[config.mk]
export PLATFORM = sky130hd
export DESIGN_NAME = hsv_to_rgb_converter
export DESIGN_NICKNAME = d
export VERILOG_FILES = /design/src/hdl/hsvc_pkg.sv /design/src/hdl/hsvc_hue_unit.sv /design/src/hdl/hsv_to_rgb_converter.sv
export VERILOG_INCLUDE_DIRS = /design/src /design/src/hdl
export SDC_FILE = /design/constraint.sdc
export NUM_CORES = 1
export LEC_CHECK = 0
export BUFFER_PORTS_ARGS = -buffer_cell sky130_fd_sc_hd__buf_2
export CAP_MARGIN = 15
export CORE_ASPECT_RATIO = 0.7
export CORE_MARGIN = 4
export CORE_UTILIZATION = 50
export CTS_CLUSTER_SIZE = 10
export DETAILED_ROUTE_END_ITERATION = 7
export MAX_ROUTING_LAYER = met4
export PLACE_DENSITY = 0.66
export SYNTH_ARGS = -nofsm -noshare
export SYNTH_HDL_FRONTEND = slang
export SYNTH_SLANG_ARGS = --single-unit
[constraint.sdc]
create_clock -name i_clk -period 5.5 [get_ports i_clk]
set_input_delay 1.1 -clock i_clk [delete_from_list [all_inputs] [get_ports i_clk]]
set_output_delay 1.1 -clock i_clk [all_outputs]
set_load 0.005 [all_outputs]
[src/hdl/hsv_to_rgb_converter_assert.svh]
// Assertion macros for the HSV to RGB converter.
`ifndef HSV_TO_RGB_CONVERTER_ASSERT_SVH
`define HSV_TO_RGB_CONVERTER_ASSERT_SVH

// Property that must hold at every clock edge outside reset.
`define HSVC_ASSERT(lbl, prop) \
    lbl: assert property (@(posedge i_clk) disable iff (!i_rst_n) prop) \
        else $error("hsv_to_rgb_converter assertion failed");

// Condition in one cycle forces a consequence in the next.
`define HSVC_ASSERT_NEXT(lbl, cond, cons) \
    lbl: assert property (@(posedge i_clk) disable iff (!i_rst_n) (cond) |=> (cons)) \
        else $error("hsv_to_rgb_converter assertion failed");

`endif

[src/hdl/hsvc_pkg.sv]
// Shared types and constants of the HSV to RGB converter.
package hsvc_pkg;

    localparam int PIPE_DEPTH = 7;

    localparam logic [8:0]  HUE_TURN   = 9'd360;
    localparam logic [5:0]  SECTOR_W   = 6'd60;
    localparam logic [6:0]  PCT_FULL   = 7'd100;

    // Reciprocal multipliers for exact floor division on bounded operands.
    localparam logic [7:0]  HUE_RECIP  = 8'd182;        // /360 estimate, >> 16, may be one low
    localparam logic [10:0] SEC_RECIP  = 11'd1093;      // /60 for values below 360, >> 16
    localparam logic [20:0] TOP_RECIP  = 21'd1336965;   // *255/100, >> 19
    localparam logic [12:0] BOT_RECIP  = 13'd5243;      // /100 for values up to 25500, >> 19
    localparam logic [14:0] RAMP_RECIP = 15'd17477;     // /60 for values up to 15045, >> 20

    typedef enum logic [2:0] {
        SEC_RED_GRN = 3'd0,
        SEC_GRN_RED = 3'd1,
        SEC_GRN_BLU = 3'd2,
        SEC_BLU_GRN = 3'd3,
        SEC_BLU_RED = 3'd4,
        SEC_RED_BLU = 3'd5
    } t_sector;

    typedef struct packed {
        t_sector    sector;
        logic [5:0] offset;
    } t_hue_pos;

endpackage

[src/hdl/hsvc_hue_unit.sv]
// Four-stage hue reduction: modulo 360, then sector and offset within the sector.
module hsvc_hue_unit (
    input  logic              i_clk,
    input  logic [15:0]       i_hue,
    output hsvc_pkg::t_hue_pos o_pos
);
    import hsvc_pkg::*;

    logic [23:0] r_prod;
    logic [15:0] r_hue1;
    logic [15:0] quot_x;
    logic [15:0] rem0;
    logic [8:0]  n_red;
    logic [8:0]  r_red;
    logic [19:0] r_sprod;
    logic [8:0]  r_hue3;
    logic [2:0]  sec_bits;
    logic [8:0]  sec_x;
    logic [8:0]  off_wide;
    t_hue_pos    n_pos;
    t_hue_pos    r_pos;

    always_comb begin
        quot_x = 16'(r_prod[23:16]) * 16'(HUE_TURN);
        rem0   = r_hue1 - quot_x;
        if (rem0 >= 16'(HUE_TURN)) begin
            n_red = 9'(rem0 - 16'(HUE_TURN));
        end else begin
            n_red = 9'(rem0);
        end
    end

    always_comb begin
        sec_bits     = r_sprod[18:16];
        sec_x        = 9'(sec_bits) * 9'(SECTOR_W);
        off_wide     = r_hue3 - sec_x;
        n_pos.sector = t_sector'(sec_bits);
        n_pos.offset = off_wide[5:0];
    end

    always_ff @(posedge i_clk) begin
        r_prod  <= 24'(i_hue) * 24'(HUE_RECIP);
        r_hue1  <= i_hue;
        r_red   <= n_red;
        r_sprod <= 20'(r_red) * 20'(SEC_RECIP);
        r_hue3  <= r_red;
        r_pos   <= n_pos;
    end

    assign o_pos = r_pos;

endmodule

[src/hdl/hsv_to_rgb_converter.sv]
// Top level of the pipelined HSV to RGB converter.
//
//  channel | handshake              | fields
//  --------+------------------------+-------------------------------------------
//  input   | start, busy            | i_hue[15:0], i_saturation[6:0], i_brightness[6:0]
//  result  | o_valid (one cycle)    | o_red[7:0], o_green[7:0], o_blue[7:0]
//
//  A beat may enter every cycle while busy is low; results pass r1 to r6, then r_red.
//  Depth is set by the chain of reciprocal multiplies: level, bottom level, ramp.
//  Synchronous reset clears the valid pipeline; busy is high during reset and
//  for the cycle after it, and low otherwise.
//  The receiver takes every result; nothing stalls.
module hsv_to_rgb_converter (
    input  logic       i_clk,
    input  logic       i_rst_n,
    input  logic       start,
    output logic       busy,
    input  logic [15:0] i_hue,
    input  logic [6:0] i_saturation,
    input  logic [6:0] i_brightness,
    output logic       o_valid,
    output logic [7:0] o_red,
    output logic [7:0] o_green,
    output logic [7:0] o_blue
);
    import hsvc_pkg::*;

    `include "hsv_to_rgb_converter_assert.svh"

    logic                  r_busy;
    logic [PIPE_DEPTH-1:0] r_vld;
    logic                  accept;

    logic [6:0]  sat_cl;
    logic [6:0]  val_cl;
    logic [27:0] top_prod;
    logic [27:0] bot_prod;
    logic [28:0] ramp_prod;

    logic [7:0]  r1_top;
    logic [6:0]  r1_sat;
    logic [7:0]  r2_top;
    logic [14:0] r2_bnum;
    logic [7:0]  r3_top;
    logic [7:0]  r3_bot;
    logic [7:0]  r4_top;
    logic [7:0]  r4_bot;
    logic [7:0]  r4_diff;
    t_hue_pos    hue_pos;
    logic [7:0]  r5_top;
    logic [7:0]  r5_bot;
    t_sector     r5_sector;
    logic [13:0] r5_rnum;
    logic [7:0]  r6_top;
    logic [7:0]  r6_bot;
    t_sector     r6_sector;
    logic [7:0]  r6_ramp;

    logic [7:0]  rise;
    logic [7:0]  fall;
    logic [7:0]  n_red;
    logic [7:0]  n_green;
    logic [7:0]  n_blue;
    logic [7:0]  r_red;
    logic [7:0]  r_green;
    logic [7:0]  r_blue;

    assign accept = start && !r_busy;

    always_ff @(posedge i_clk) begin
        if (!i_rst_n) begin
            r_busy <= 1'b1;
            r_vld  <= '0;
        end else begin
            r_busy <= 1'b0;
            r_vld  <= {r_vld[PIPE_DEPTH-2:0], accept};
        end
    end

    hsvc_hue_unit u_hue (
        .i_clk (i_clk),
        .i_hue (i_hue),
        .o_pos (hue_pos)
    );

    always_comb begin
        sat_cl    = (i_saturation > PCT_FULL) ? PCT_FULL : i_saturation;
        val_cl    = (i_brightness > PCT_FULL) ? PCT_FULL : i_brightness;
        top_prod  = 28'(val_cl) * 28'(TOP_RECIP);
        bot_prod  = 28'(r2_bnum) * 28'(BOT_RECIP);
        ramp_prod = 29'(r5_rnum) * 29'(RAMP_RECIP);
    end

    always_ff @(posedge i_clk) begin
        r1_top    <= top_prod[26:19];
        r1_sat    <= sat_cl;
        r2_top    <= r1_top;
        r2_bnum   <= 15'(r1_top) * 15'(PCT_FULL - r1_sat);
        r3_top    <= r2_top;
        r3_bot    <= bot_prod[26:19];
        r4_top    <= r3_top;
        r4_bot    <= r3_bot;
        r4_diff   <= r3_top - r3_bot;
        r5_top    <= r4_top;
        r5_bot    <= r4_bot;
        r5_sector <= hue_pos.sector;
        r5_rnum   <= 14'(r4_diff) * 14'(hue_pos.offset);
        r6_top    <= r5_top;
        r6_bot    <= r5_bot;
        r6_sector <= r5_sector;
        r6_ramp   <= ramp_prod[27:20];
        r_red     <= n_red;
        r_green   <= n_green;
        r_blue    <= n_blue;
    end

    always_comb begin
        rise = r6_bot + r6_ramp;
        fall = r6_top - r6_ramp;
        unique case (r6_sector)
            SEC_RED_GRN: begin
                n_red = r6_top;  n_green = rise;    n_blue = r6_bot;
            end
            SEC_GRN_RED: begin
                n_red = fall;    n_green = r6_top;  n_blue = r6_bot;
            end
            SEC_GRN_BLU: begin
                n_red = r6_bot;  n_green = r6_top;  n_blue = rise;
            end
            SEC_BLU_GRN: begin
                n_red = r6_bot;  n_green = fall;    n_blue = r6_top;
            end
            SEC_BLU_RED: begin
                n_red = rise;    n_green = r6_bot;  n_blue = r6_top;
            end
            default: begin
                n_red = r6_top;  n_green = r6_bot;  n_blue = fall;
            end
        endcase
    end

    assign busy    = r_busy;
    assign o_valid = r_vld[PIPE_DEPTH-1];
    assign o_red   = r_red;
    assign o_green = r_green;
    assign o_blue  = r_blue;

    `HSVC_ASSERT(a_accept_gives_result, accept |-> ##PIPE_DEPTH o_valid)
    `HSVC_ASSERT(a_result_has_beat, o_valid |-> $past(accept, PIPE_DEPTH))
    `HSVC_ASSERT_NEXT(a_ramp_in_range, r_vld[PIPE_DEPTH-2], r_red >= $past(r6_bot) || r_green >= $past(r6_bot))
    `HSVC_ASSERT(a_ramp_bounded, r_vld[PIPE_DEPTH-2] |-> (r6_ramp <= r6_top - r6_bot))

endmodule
# ---- Word level (Yosys, flattened, before mapping)
# Cells that the tools add are included.
dict set report classes {
  shifts 0
  reduce_logical 7
  eq_ne 4
  addsub 7
  n_div 0
  order_cmp 3
  mux 6
  bitwise_logic 0
  multipliers 9
}
# op count
set op_table {}
lappend op_table {{one-hot mux 8 bit (3 select lines)} 3}
lappend op_table {{multiplier 14 x 15 -> 28 bit (second input constant)} 1}
lappend op_table {{multiplier 15 x 13 -> 27 bit (second input constant)} 1}
lappend op_table {{multiplier 7 x 21 -> 27 bit (second input constant)} 1}
lappend op_table {{multiplier 16 x 7 -> 23 bit (second input constant)} 1}
lappend op_table {{multiplier 9 x 11 -> 19 bit (second input constant)} 1}
lappend op_table {{>= comparator 16 x 9 -> 1 bit (second input constant)} 1}
lappend op_table {{subtractor 16 bit} 1}
lappend op_table {{subtractor 8 bit} 2}
lappend op_table {{multiplier 9 x 8 -> 15 bit} 1}
lappend op_table {{greater-than comparator 7 bit (second input constant)} 2}
lappend op_table {{multiplier 8 x 6 -> 14 bit} 1}
lappend op_table {{multiplier 8 x 6 -> 13 bit (second input constant)} 1}
lappend op_table {{2-to-1 mux 9 bit} 1}
lappend op_table {{subtractor 9 bit (second input constant)} 1}
lappend op_table {{adder 8 bit} 1}
lappend op_table {{OR reduction 2 bit} 4}
lappend op_table {{subtractor 7 x 7 -> 8 bit (first input constant)} 1}
lappend op_table {{2-to-1 mux 7 bit} 1}
lappend op_table {{equality test 3 x 2 -> 1 bit (second input constant)} 2}
lappend op_table {{subtractor 6 bit} 1}
lappend op_table {{multiplier 3 x 4 -> 4 bit (second input constant)} 1}
lappend op_table {{equality test 3 x 1 -> 1 bit (second input constant)} 1}
lappend op_table {{equality test 3 bit (second input constant)} 1}
lappend op_table {{4 further kinds} 4}
dict set report totals {
  in_bits 33
  latchBits 0
  memories 0
  out_inout_bits 26
  word_cells 65
  mem_bits_rw 0
  regBits 252
  mem_bits_ro 0
}

# ---- Depth between registers and ports, before layout
# Gate-level depths: netlist (run 1).
dict set report logic_depth {
  word_depth 4
  mapped_depth 23
  depth_no_buf 23
}

# ---- By module
# Synthesis (run 1) repeated with hierarchy kept, for this count alone.
dict set report hier_totals {
  hier_cells 2106
  area_unflattened_um2 20968.9
}
# module seq_area_each_um2 n_inst area_each_um2 cells_each
set modules_own_cells {}
lappend modules_own_cells {hsv_to_rgb_converter 3403.3 1 15632.5 1593}
lappend modules_own_cells {hsvc_hue_unit 1021.0 1 5336.4 513}

# ---- Least setup slack after synthesis (run 1)
# No wires, ideal clock.
dict set report synth_timing {
  path_type {input-to-reg}
  from {in i_brightness[4]}
  to {reg r1_top[7]}
  required_ns 5.438
  slack_ns 0.607
  path_stages 16
  setup_ns 0.062
  arrival_ns 4.830
  n_path_buf 0
  path_cell_list {o311ai_1 nand2_1 inv_1 ha_1 fa_1 fa_1 ha_1 ha_1 a21o_1 a21oi_1 o22ai_1 o21ba_2 a21oi_2 a41o_1 or4_1 nand3_1}
}
dict set report synth_between {
  elab_chain_cells 3
}
# element line_no
set synth_rtl {}
lappend synth_rtl {{start: declaration} hsv_to_rgb_converter.sv:20} ;# input logic [6:0] i_brightness,
lappend synth_rtl {{greater-than comparator 7 bit} hsv_to_rgb_converter.sv:88} ;# val_cl = (i_brightness > PCT_FULL) ? PCT_FULL : i_brightness;
lappend synth_rtl {{2-to-1 mux 7 bit *} hsv_to_rgb_converter.sv:88}
lappend synth_rtl {{multiplier 7 x 21 -> 27 bit *} hsv_to_rgb_converter.sv:89} ;# top_prod = 28'(val_cl) * 28'(TOP_RECIP);
lappend synth_rtl {{named net top_prod[26]} hsv_to_rgb_converter.sv:36} ;# logic [27:0] top_prod;
lappend synth_rtl {{end signal: assignment} hsv_to_rgb_converter.sv:95} ;# r1_top <= top_prod[26:19];
lappend synth_rtl {{end: declaration} hsv_to_rgb_converter.sv:40} ;# logic [7:0] r1_top;
# The timed path passes the listed nets; every way through them passes the cells marked *.
# A chain may end at the register's enable or synchronous reset.

# ---- Worst setup path after layout (run 1)
dict set report layout_timing {
  from {reg r1_sat[0]}
  to {reg r2_bnum[13]}
}
dict set report layout_between {
  elab_chain_cells 2
}
# element line_no
set layout_rtl {}
lappend layout_rtl {{start: declaration} hsv_to_rgb_converter.sv:41} ;# logic [6:0] r1_sat;
lappend layout_rtl {{start signal: assignment} hsv_to_rgb_converter.sv:96} ;# r1_sat <= sat_cl;
lappend layout_rtl {{subtractor 7 x 7 -> 8 bit} hsv_to_rgb_converter.sv:98} ;# r2_bnum <= 15'(r1_top) * 15'(PCT_FULL - r1_sat);
lappend layout_rtl {{multiplier 9 x 8 -> 15 bit} hsv_to_rgb_converter.sv:98}
lappend layout_rtl {{end signal: assignment} hsv_to_rgb_converter.sv:98}
lappend layout_rtl {{end: declaration} hsv_to_rgb_converter.sv:43} ;# logic [14:0] r2_bnum;
# No other way between the ends.

==> results.md, run 1 <==
Status:
- The run finished with clean final reports.

Clock network:
- The deepest level of the CTS H-tree is 1.
- In this run, CTS created clock tree buffers numbering 27.
- At the later pin of the worst-skew pair, clock insertion delay measures 550 ps.
- The TritonCTS clock tree is done.
- The cell at the root of the clock tree is sky130_fd_sc_hd__clkbuf_16.
- After clock tree synthesis, the clock-pin slew on the worst setup and hold paths is 50 ps.
- The cts-stage hold buffer count is 0.
- The longest clock path from root to sink contains 3 buffers.
- Clock tree synthesis found a total of 221 sinks.

STA:
- The worst-margin pin slew is 1060 ps.
- The number of hold-slack violations in the final timing report is 0.
- Setup violations remaining at the end of the flow were counted as 0.
- In this run the tightest slew margin relative to its limit is 29.5%.
- The maximum frequency from static timing analysis is 195 MHz.
- The number of pins with negative max-slew slack in the final report was 0.
- For the final database, setup skew stands at 12.9 ps.
- Setup repair after global routing left no endpoint under its margin.
- The post-route clock period utilization is 93.2%.
- The clock period could shrink to 5120 ps.
- The final sum of negative setup slack is 0 ps.

Finish:
- The non-filler instance count after layout is 2,738.
- The count of inserted antenna diode cells is 0.
- The area growth from synthesis to final layout is 8.24%.
- At the end of the flow the core is filled with cells to 55.1%.
- After the last flow step, the layout net total stands at 2,881.
- The fraction of layout instances using a drive strength above 1 is 6.34%.
- The design area is 22,800 µm².

Placed design:
- The post-DP HPWL is 33,900 µm.
- After detailed placement, the design holds a cell count of 2,699.
- The cell area after placement is 22,000 µm².
- The number of buffers inserted by port buffering is 58.
- The final RePlAce weighted congestion is 0.851.

Yosys:
- The netlist area before placement is 21,000 µm².
- The number of nets handed over by synthesis was 2,805.
- The main flop type after synthesis is sky130_fd_sc_hd__dfxtp_1.
- Summing the areas of all xor and xnor instances in the mapped netlist gives 4.33% of the synthesized area.
- The share of cell area taken by muxes after synthesis is 1.09%.
- The fraction of synthesis flops using an asynchronous set or reset pin is 0%.
- The number of synthesized flops with an enable pin is 0.
- Summed over all instances, the cell type with the most area after synthesis is sky130_fd_sc_hd__ha_1.
- Counting distinct cell types in the post-synthesis netlist gives 71.
- The synthesized design contains 221 register bits.
- The mean area per synthesized cell is 9.96 µm².
- The instance count of the mapped netlist is 2,110.
- Summing the areas of all compound-gate instances in the mapped netlist gives 8.89% of the synthesized area.
- Yosys printed 0 warnings.
- The area fraction of the dominant cell type after synthesis is 26.2%.
- The synthesized netlist devotes 47.3% of its cell area to adder and majority cells.
- The sequential area share after synthesis is 21.0%.
- By area the synthesized netlist is led by sky130_fd_sc_hd__ha_1, sky130_fd_sc_hd__dfxtp_1, sky130_fd_sc_hd__fa_1.
- The largest family of logic cells by synthesized area is adder cells.
- Summing the areas of all and, or, nand and nor instances in the mapped netlist gives 8.86% of the synthesized area.
- The most numerous cell in the Yosys netlist is sky130_fd_sc_hd__inv_1.
- The commonest cells after synthesis are sky130_fd_sc_hd__inv_1, sky130_fd_sc_hd__ha_1, sky130_fd_sc_hd__dfxtp_1, sky130_fd_sc_hd__fa_1, sky130_fd_sc_hd__nand2_1.

Detailed routing:
- The iteration-0 DRC count of the detailed router is 539.
- The number of vias in the routed layout is 13,900.
- In the routed design, unresolved DRC markers number 0.
- Wires add up to 39,900 µm.
- The routed length per placed instance is 14.6 µm.
- The number of iterations in the first detailed-routing pass is 5.
- In this run the remaining antenna-violating nets after routing total 0.
- Using the TritonRoute via totals, the vias-per-cell ratio works out to 5.09.

GRT:
- Summed over all layers, the global routing overflow is 0.
- The via count of the first global-routing pass was 14,600.
- The wire length of the first global-routing pass is 70,400 µm.
- Entering global routing, the biggest net connects 43 pins.
- The initial antenna violation count is 0.
- The total track usage is 18.9%.

Die:
- The core region is 41,300 µm².
- 59 I/O pins were placed.
- The initial utilization of the core area, before any placement, comes to 50.9%.
- The floorplan die width is 253 µm.
- The total die area is 45,400 µm².
- The count of standard-cell rows is 62.
- The height of the die is 180 µm.

Run:
- The total of max-cap violations is 0.

Worst setup path:
- The critical path start-end classification is flop to flop.
- The worst setup path is launched from a flop.
- The kind of end point of the critical path is a flop.
- Data on the critical path is required at its endpoint by 5920 ps.
- STA puts the critical path data arrival time at 5550 ps.
- Along the worst path, the maximum fanout reaches 10.

Worst hold path:
- The class of the worst hold path is flop to flop.
[layout make-up]
class,instances,area (µm²)
inverter,455,1710
clock inverter,4,37.5
timing repair buffer,68,365
multi-input combinational,1413,14800
fill,3628,18500
clock buffer,33,718
tap,544,681
sequential,221,4430
[worst paths after layout]
kind              depth (start not counted)  slack, ps                endpoint                     from
hold reg to reg                           0        320  u_hue.r_red[2]$_DFF_P_  u_hue.r_hue1[2]$_DFF_P_
setup / recovery                         21        380     r2_bnum[13]$_DFF_P_     r1_sat[0]$_SDFF_PN0_
hold / removal                            0        320  u_hue.r_red[2]$_DFF_P_  u_hue.r_hue1[2]$_DFF_P_
setup reg to reg                         21        380     r2_bnum[13]$_DFF_P_     r1_sat[0]$_SDFF_PN0_
[registers in the layout, summed over array words and instances, names as in the netlist, 9 cells and up]
signal        cells
r2_bnum          15
r5_rnum          14
u_hue.o_pos       9
u_hue.r_hue1     16
u_hue.r_red       9
[cell usage in the layout, fill, tap and decap left out, drive strengths merged, types with 15 or more instances in the layout]
master	count
buf	68
clkbuf	33
dfxtp	221
nor2b	26
fa	221
inv	455
mux2i	15
a21o	40
nand2	99
ha	441
a21oi	68
xnor2	75
and2	74
xor2	29
o21ai	45
nor2	52
o21bai	17
[routing by layer]
layer,vias to the layer above,track usage (%),wire length [µm]
li1,7008,-,-
met1,6669,28.4,21300
met2,204,27.5,16500
met3,46,2.99,1590
met4,0,2.67,502
met5,-,-,0
[per-stage QoR]
stage          hold WS (ps)  setup slack (ps)
5_1_grt                 329              12.1
2_1_floorplan           310               607
4_1_cts                 322               106
6_report                320               375
3_3_place_gp            311               179
3_5_place_dp            312              79.3
[cell families (layout without fill, tap and decap cells)]
| family | after synthesis | after routing |
|---|---|---|
| DFF | 221 | 221 |
| adders and majority gates | 662 | 662 |
| buffers and inverters | 476 | 560 |
| muxes | 22 | 22 |
| AOI/OAI and AO/OA | 272 | 272 |
| xor gates and xnor gates | 104 | 104 |
| and+or+nand+nor | 353 | 353 |
[worst max-delay path: stages (launching register included)]
cell	delay, ps
sky130_fd_sc_hd__dfxtp_2	400
sky130_fd_sc_hd__inv_1	70
sky130_fd_sc_hd__ha_1	220
sky130_fd_sc_hd__nor2b_1	170
sky130_fd_sc_hd__nor2_1	90
sky130_fd_sc_hd__xnor2_2	140
sky130_fd_sc_hd__buf_4	170
sky130_fd_sc_hd__and2_1	170
sky130_fd_sc_hd__fa_1	400
sky130_fd_sc_hd__inv_1	80
sky130_fd_sc_hd__fa_1	430
sky130_fd_sc_hd__fa_1	480
sky130_fd_sc_hd__fa_1	540
sky130_fd_sc_hd__inv_1	40
sky130_fd_sc_hd__ha_1	320
sky130_fd_sc_hd__a21oi_1	220
sky130_fd_sc_hd__o21ai_0	100
sky130_fd_sc_hd__a21oi_1	220
sky130_fd_sc_hd__o21bai_1	90
sky130_fd_sc_hd__a21oi_1	270
sky130_fd_sc_hd__nor3_1	90
sky130_fd_sc_hd__a311o_1	280
[what timing repair did]
| item | CTS | global route |
|---|---|---|
| setup buffers | 0 | 2 |
| endpoints found under the hold margin | 0 | 0 |
| resized for setup | 0 | 2 |
| endpoints found under the setup margin | 0 | 4 |
Power of run 1 is left out: the tool's default activity adds up to more than one toggle a clock period on the data nets, which glitch-free logic cannot reach.
==> inputs of run 2 (changes only) <==
==> constraint.sdc (replaced) <==
create_clock -name i_clk -period 5.6 [get_ports i_clk]
set_input_delay 1.12 -clock i_clk [delete_from_list [all_inputs] [get_ports i_clk]]
set_output_delay 1.12 -clock i_clk [all_outputs]
set_load 0.005 [all_outputs]
==> results.md, run 2 (synthesized netlist as in run 1, its figures left out) <==
Status:
- Run status: completed (unchanged).

Die:
- The total core area is 41,300 µm² (unchanged).
- The total die area was 45,400 µm² (unchanged).
- The starting density of the core was 50.9% (unchanged).
- The count of standard-cell rows came to 62 (unchanged).
- The height of the die came to 180 µm (unchanged).
- The floorplan die width came to 253 µm (unchanged).
- The number of top-level pins is 59 (unchanged).

STA:
- The final period demand of the worst path is 5200 ps (was 5120 ps).
- The final worst clock skew was 11.8 ps (was 12.9 ps).
- The post-layout worst setup margin came to 402 ps (was 375 ps).
- The final sum of negative setup slack came to 0 ps (unchanged).
- The count of final setup violators is 0 (unchanged).
- The maximum frequency from static timing analysis is 192 MHz (was 195 MHz).
- The worst slew margin relative to its limit is 31.0% (was 29.5%).
- Setup repair after global routing missed its margin: false (unchanged).
- The worst-margin pin slew is 1030 ps (was 1060 ps).
- The number of pins with negative max-slew slack in the final report is 0 (unchanged).
- The post-route clock period utilization is 92.8% (was 93.2%).
- The number of hold-slack violations in the final timing report came to 0 (unchanged).

Finish:
- The most frequent standard cell in the layout excluding fill and tap cells is sky130_fd_sc_hd__inv_1 (unchanged).
- The number of flip-flops in the largest register is 16 (unchanged).
- Commonest cells after routing, fill and taps aside: sky130_fd_sc_hd__inv_1, sky130_fd_sc_hd__ha_1, sky130_fd_sc_hd__fa_1, sky130_fd_sc_hd__dfxtp_1, sky130_fd_sc_hd__nand2_1 (unchanged).
- The area of combinational cells with multiple inputs was 14,800 µm² (about the same).
- The area growth from synthesis to final layout was 8.29% (was 8.24%).
- The fraction of layout instances using a drive strength above 1 came to 6.16% (was 6.34%).
- The area of all sequential standard cells is 4420 µm² (was 4430 µm²).
- The filler cell count in the final layout came to 3,625 (was 3,628).
- The number of nets in the layout is 2,876 (was 2,881).
- Registers with the most flip-flops: u_hue.r_hue1 x16, r2_bnum x15, r5_rnum x14 (unchanged).
- The non-filler instance count after layout is 2,734 (was 2,738).
- The register name with the most flops is u_hue.r_hue1 (unchanged).
- The count of inserted antenna diode cells was 0 (unchanged).

Clock network:
- The insertion delay to the later sink of the worst-skew pair is 540 ps (was 550 ps).
- The cts-stage hold buffer count is 0 (unchanged).
- The clock buffer count from CTS came to 27 (unchanged).
- The clock-pin slew on the worst setup and hold paths is 60 ps (was 50 ps).
- The number of buffers on the longest clock path is 3 (unchanged).
- The TritonCTS clock tree is done (unchanged).
- The deepest level of the CTS H-tree is 1 (unchanged).
- The total number of clock tree sinks came to 221 (unchanged).
- The cell at the root of the clock tree was sky130_fd_sc_hd__clkbuf_16 (unchanged).

Placed design:
- The instance count after placement with tap cells included is 2,695 (was 2,699).
- The final RePlAce weighted congestion is 0.865 (was 0.851).
- The number of buffers inserted by port buffering is 58 (unchanged).
- The minimum setup slack after placement is 173 ps (was 79.3 ps).
- The post-DP HPWL is 33,700 µm (was 33,900 µm).

Detailed routing:
- The number of vias in the routed layout is 13,800 (was 13,900).
- The sum of routed wire length over all layers is 39,700 µm (was 39,900 µm).
- The DRC violations left was 0 (unchanged).
- The routed via count divided by cell count came to 5.06 (was 5.09).
- The number of iterations in the first detailed-routing pass came to 4 (was 5).
- The iteration-0 DRC count of the detailed router is 555 (was 539).
- The routed length per placed instance is 14.5 µm (was 14.6 µm).
- The number of nets with antenna violations after routing is 0 (unchanged).

Worst setup path:
- The slowest cell on the critical path is sky130_fd_sc_hd__fa_1 (unchanged).
- The worst path arrival time is 5670 ps (was 5550 ps).
- The type of origin of the critical path is a flop (unchanged).
- The largest driver fanout on the critical path is 10 (unchanged).
- The longest individual stage delay on the worst path is 570 ps (was 540 ps).
- The critical path start-end classification is flop to flop (unchanged).
- The data required time of the worst path is 6070 ps (was 5920 ps).
- Sequence of cells on the critical path: inv_1 -> ha_1 -> nor2b_1 -> nor2_1 -> xnor2_2 -> nand2_1 -> fa_1 -> fa_1 -> fa_1 -> inv_1 -> fa_1 -> ha_1 -> o21ai_0 -> a21boi_0 -> o21a_1 -> nor2_1 -> o21a_1 -> o21ai_0 -> xnor2_1 (was inv_1 -> ha_1 -> nor2b_1 -> nor2_1 -> xnor2_2 -> buf_4 -> and2_1 -> fa_1 -> inv_1 -> fa_1 -> fa_1 -> fa_1 -> inv_1 -> ha_1 -> a21oi_1 -> o21ai_0 -> a21oi_1 -> o21bai_1 -> a21oi_1 -> nor3_1 -> a311o_1).
- The number of buffers and inverters on the critical path is 2 (was 4).
- The family with the most delay on the worst path is adder cells (unchanged).
- The library cell appearing most often on the critical path is sky130_fd_sc_hd__fa_1 (unchanged).
- The kind of end point of the critical path is a flop (unchanged).

GRT:
- The via count of the first global-routing pass came to 14,400 (was 14,600).
- The initial antenna violation count came to 0 (unchanged).
- The total track usage came to 18.7% (was 18.9%).
- The pin count of the biggest net entering global routing is 43 (unchanged).
- The total global routing overflow is 0 (unchanged).
- The wire length of the first global-routing pass is 69,600 µm (was 70,400 µm).

Run:
- The total of max-cap violations is 0 (unchanged).

Worst hold path:
- The class of the worst hold path is flop to flop (unchanged).
[run 2: layout make-up]
class	instances	share of cell area [%]
Timing Repair Buffer	63	1.44
Inverter	455	7.50
Clock inverter	4	0.324
Sequential cell	221	19.4
Multi-Input combinational cell	1413	65.2
Clock buffer	34	3.13
Tap cell	544	2.99
[run 2: per-stage QoR]
| stage | hold WS [ps] | util [%] | instance area, µm² |
|---|---|---|---|
| after floorplan | 310 | - | 21000 |
| after global placement | 311 | 53.2 | 21900 |
| after detailed placement | 312 | 53.2 | 21900 |
| after CTS | 313 | 55.1 | 22700 |
| after global routing | 322 | 55.2 | 22800 |
| final | 317 | 55.2 | 22800 |
[run 2: what timing repair did]
item	in CTS	in global routing
endpoints found under the hold margin	0	0
setup buffers	0	1
endpoints found under the setup margin	0	2
resized for setup	0	4
[run 2: final timing paths]
check / startpoint / cells past startpoint / slack, ps / end
min reg2reg: r2_top[2]$_DFF_P_ / 0 / 320 / r3_top[2]$_DFF_P_
max reg2reg: r1_sat[0]$_SDFF_PN0_ / 19 / 400 / r2_bnum[14]$_DFF_P_
max: r1_sat[0]$_SDFF_PN0_ / 19 / 400 / r2_bnum[14]$_DFF_P_
min: r2_top[2]$_DFF_P_ / 0 / 320 / r3_top[2]$_DFF_P_
[run 2: routing by layer]
metal	vias up	share of wire, %	global-route usage (%)
li1	7002	-	-
met5	-	0	-
met4	0	0.97	2.32
met1	6631	54	28.2
met3	25	3.9	2.66
met2	183	41	27.6
Power of run 2 is left out for the same reason.
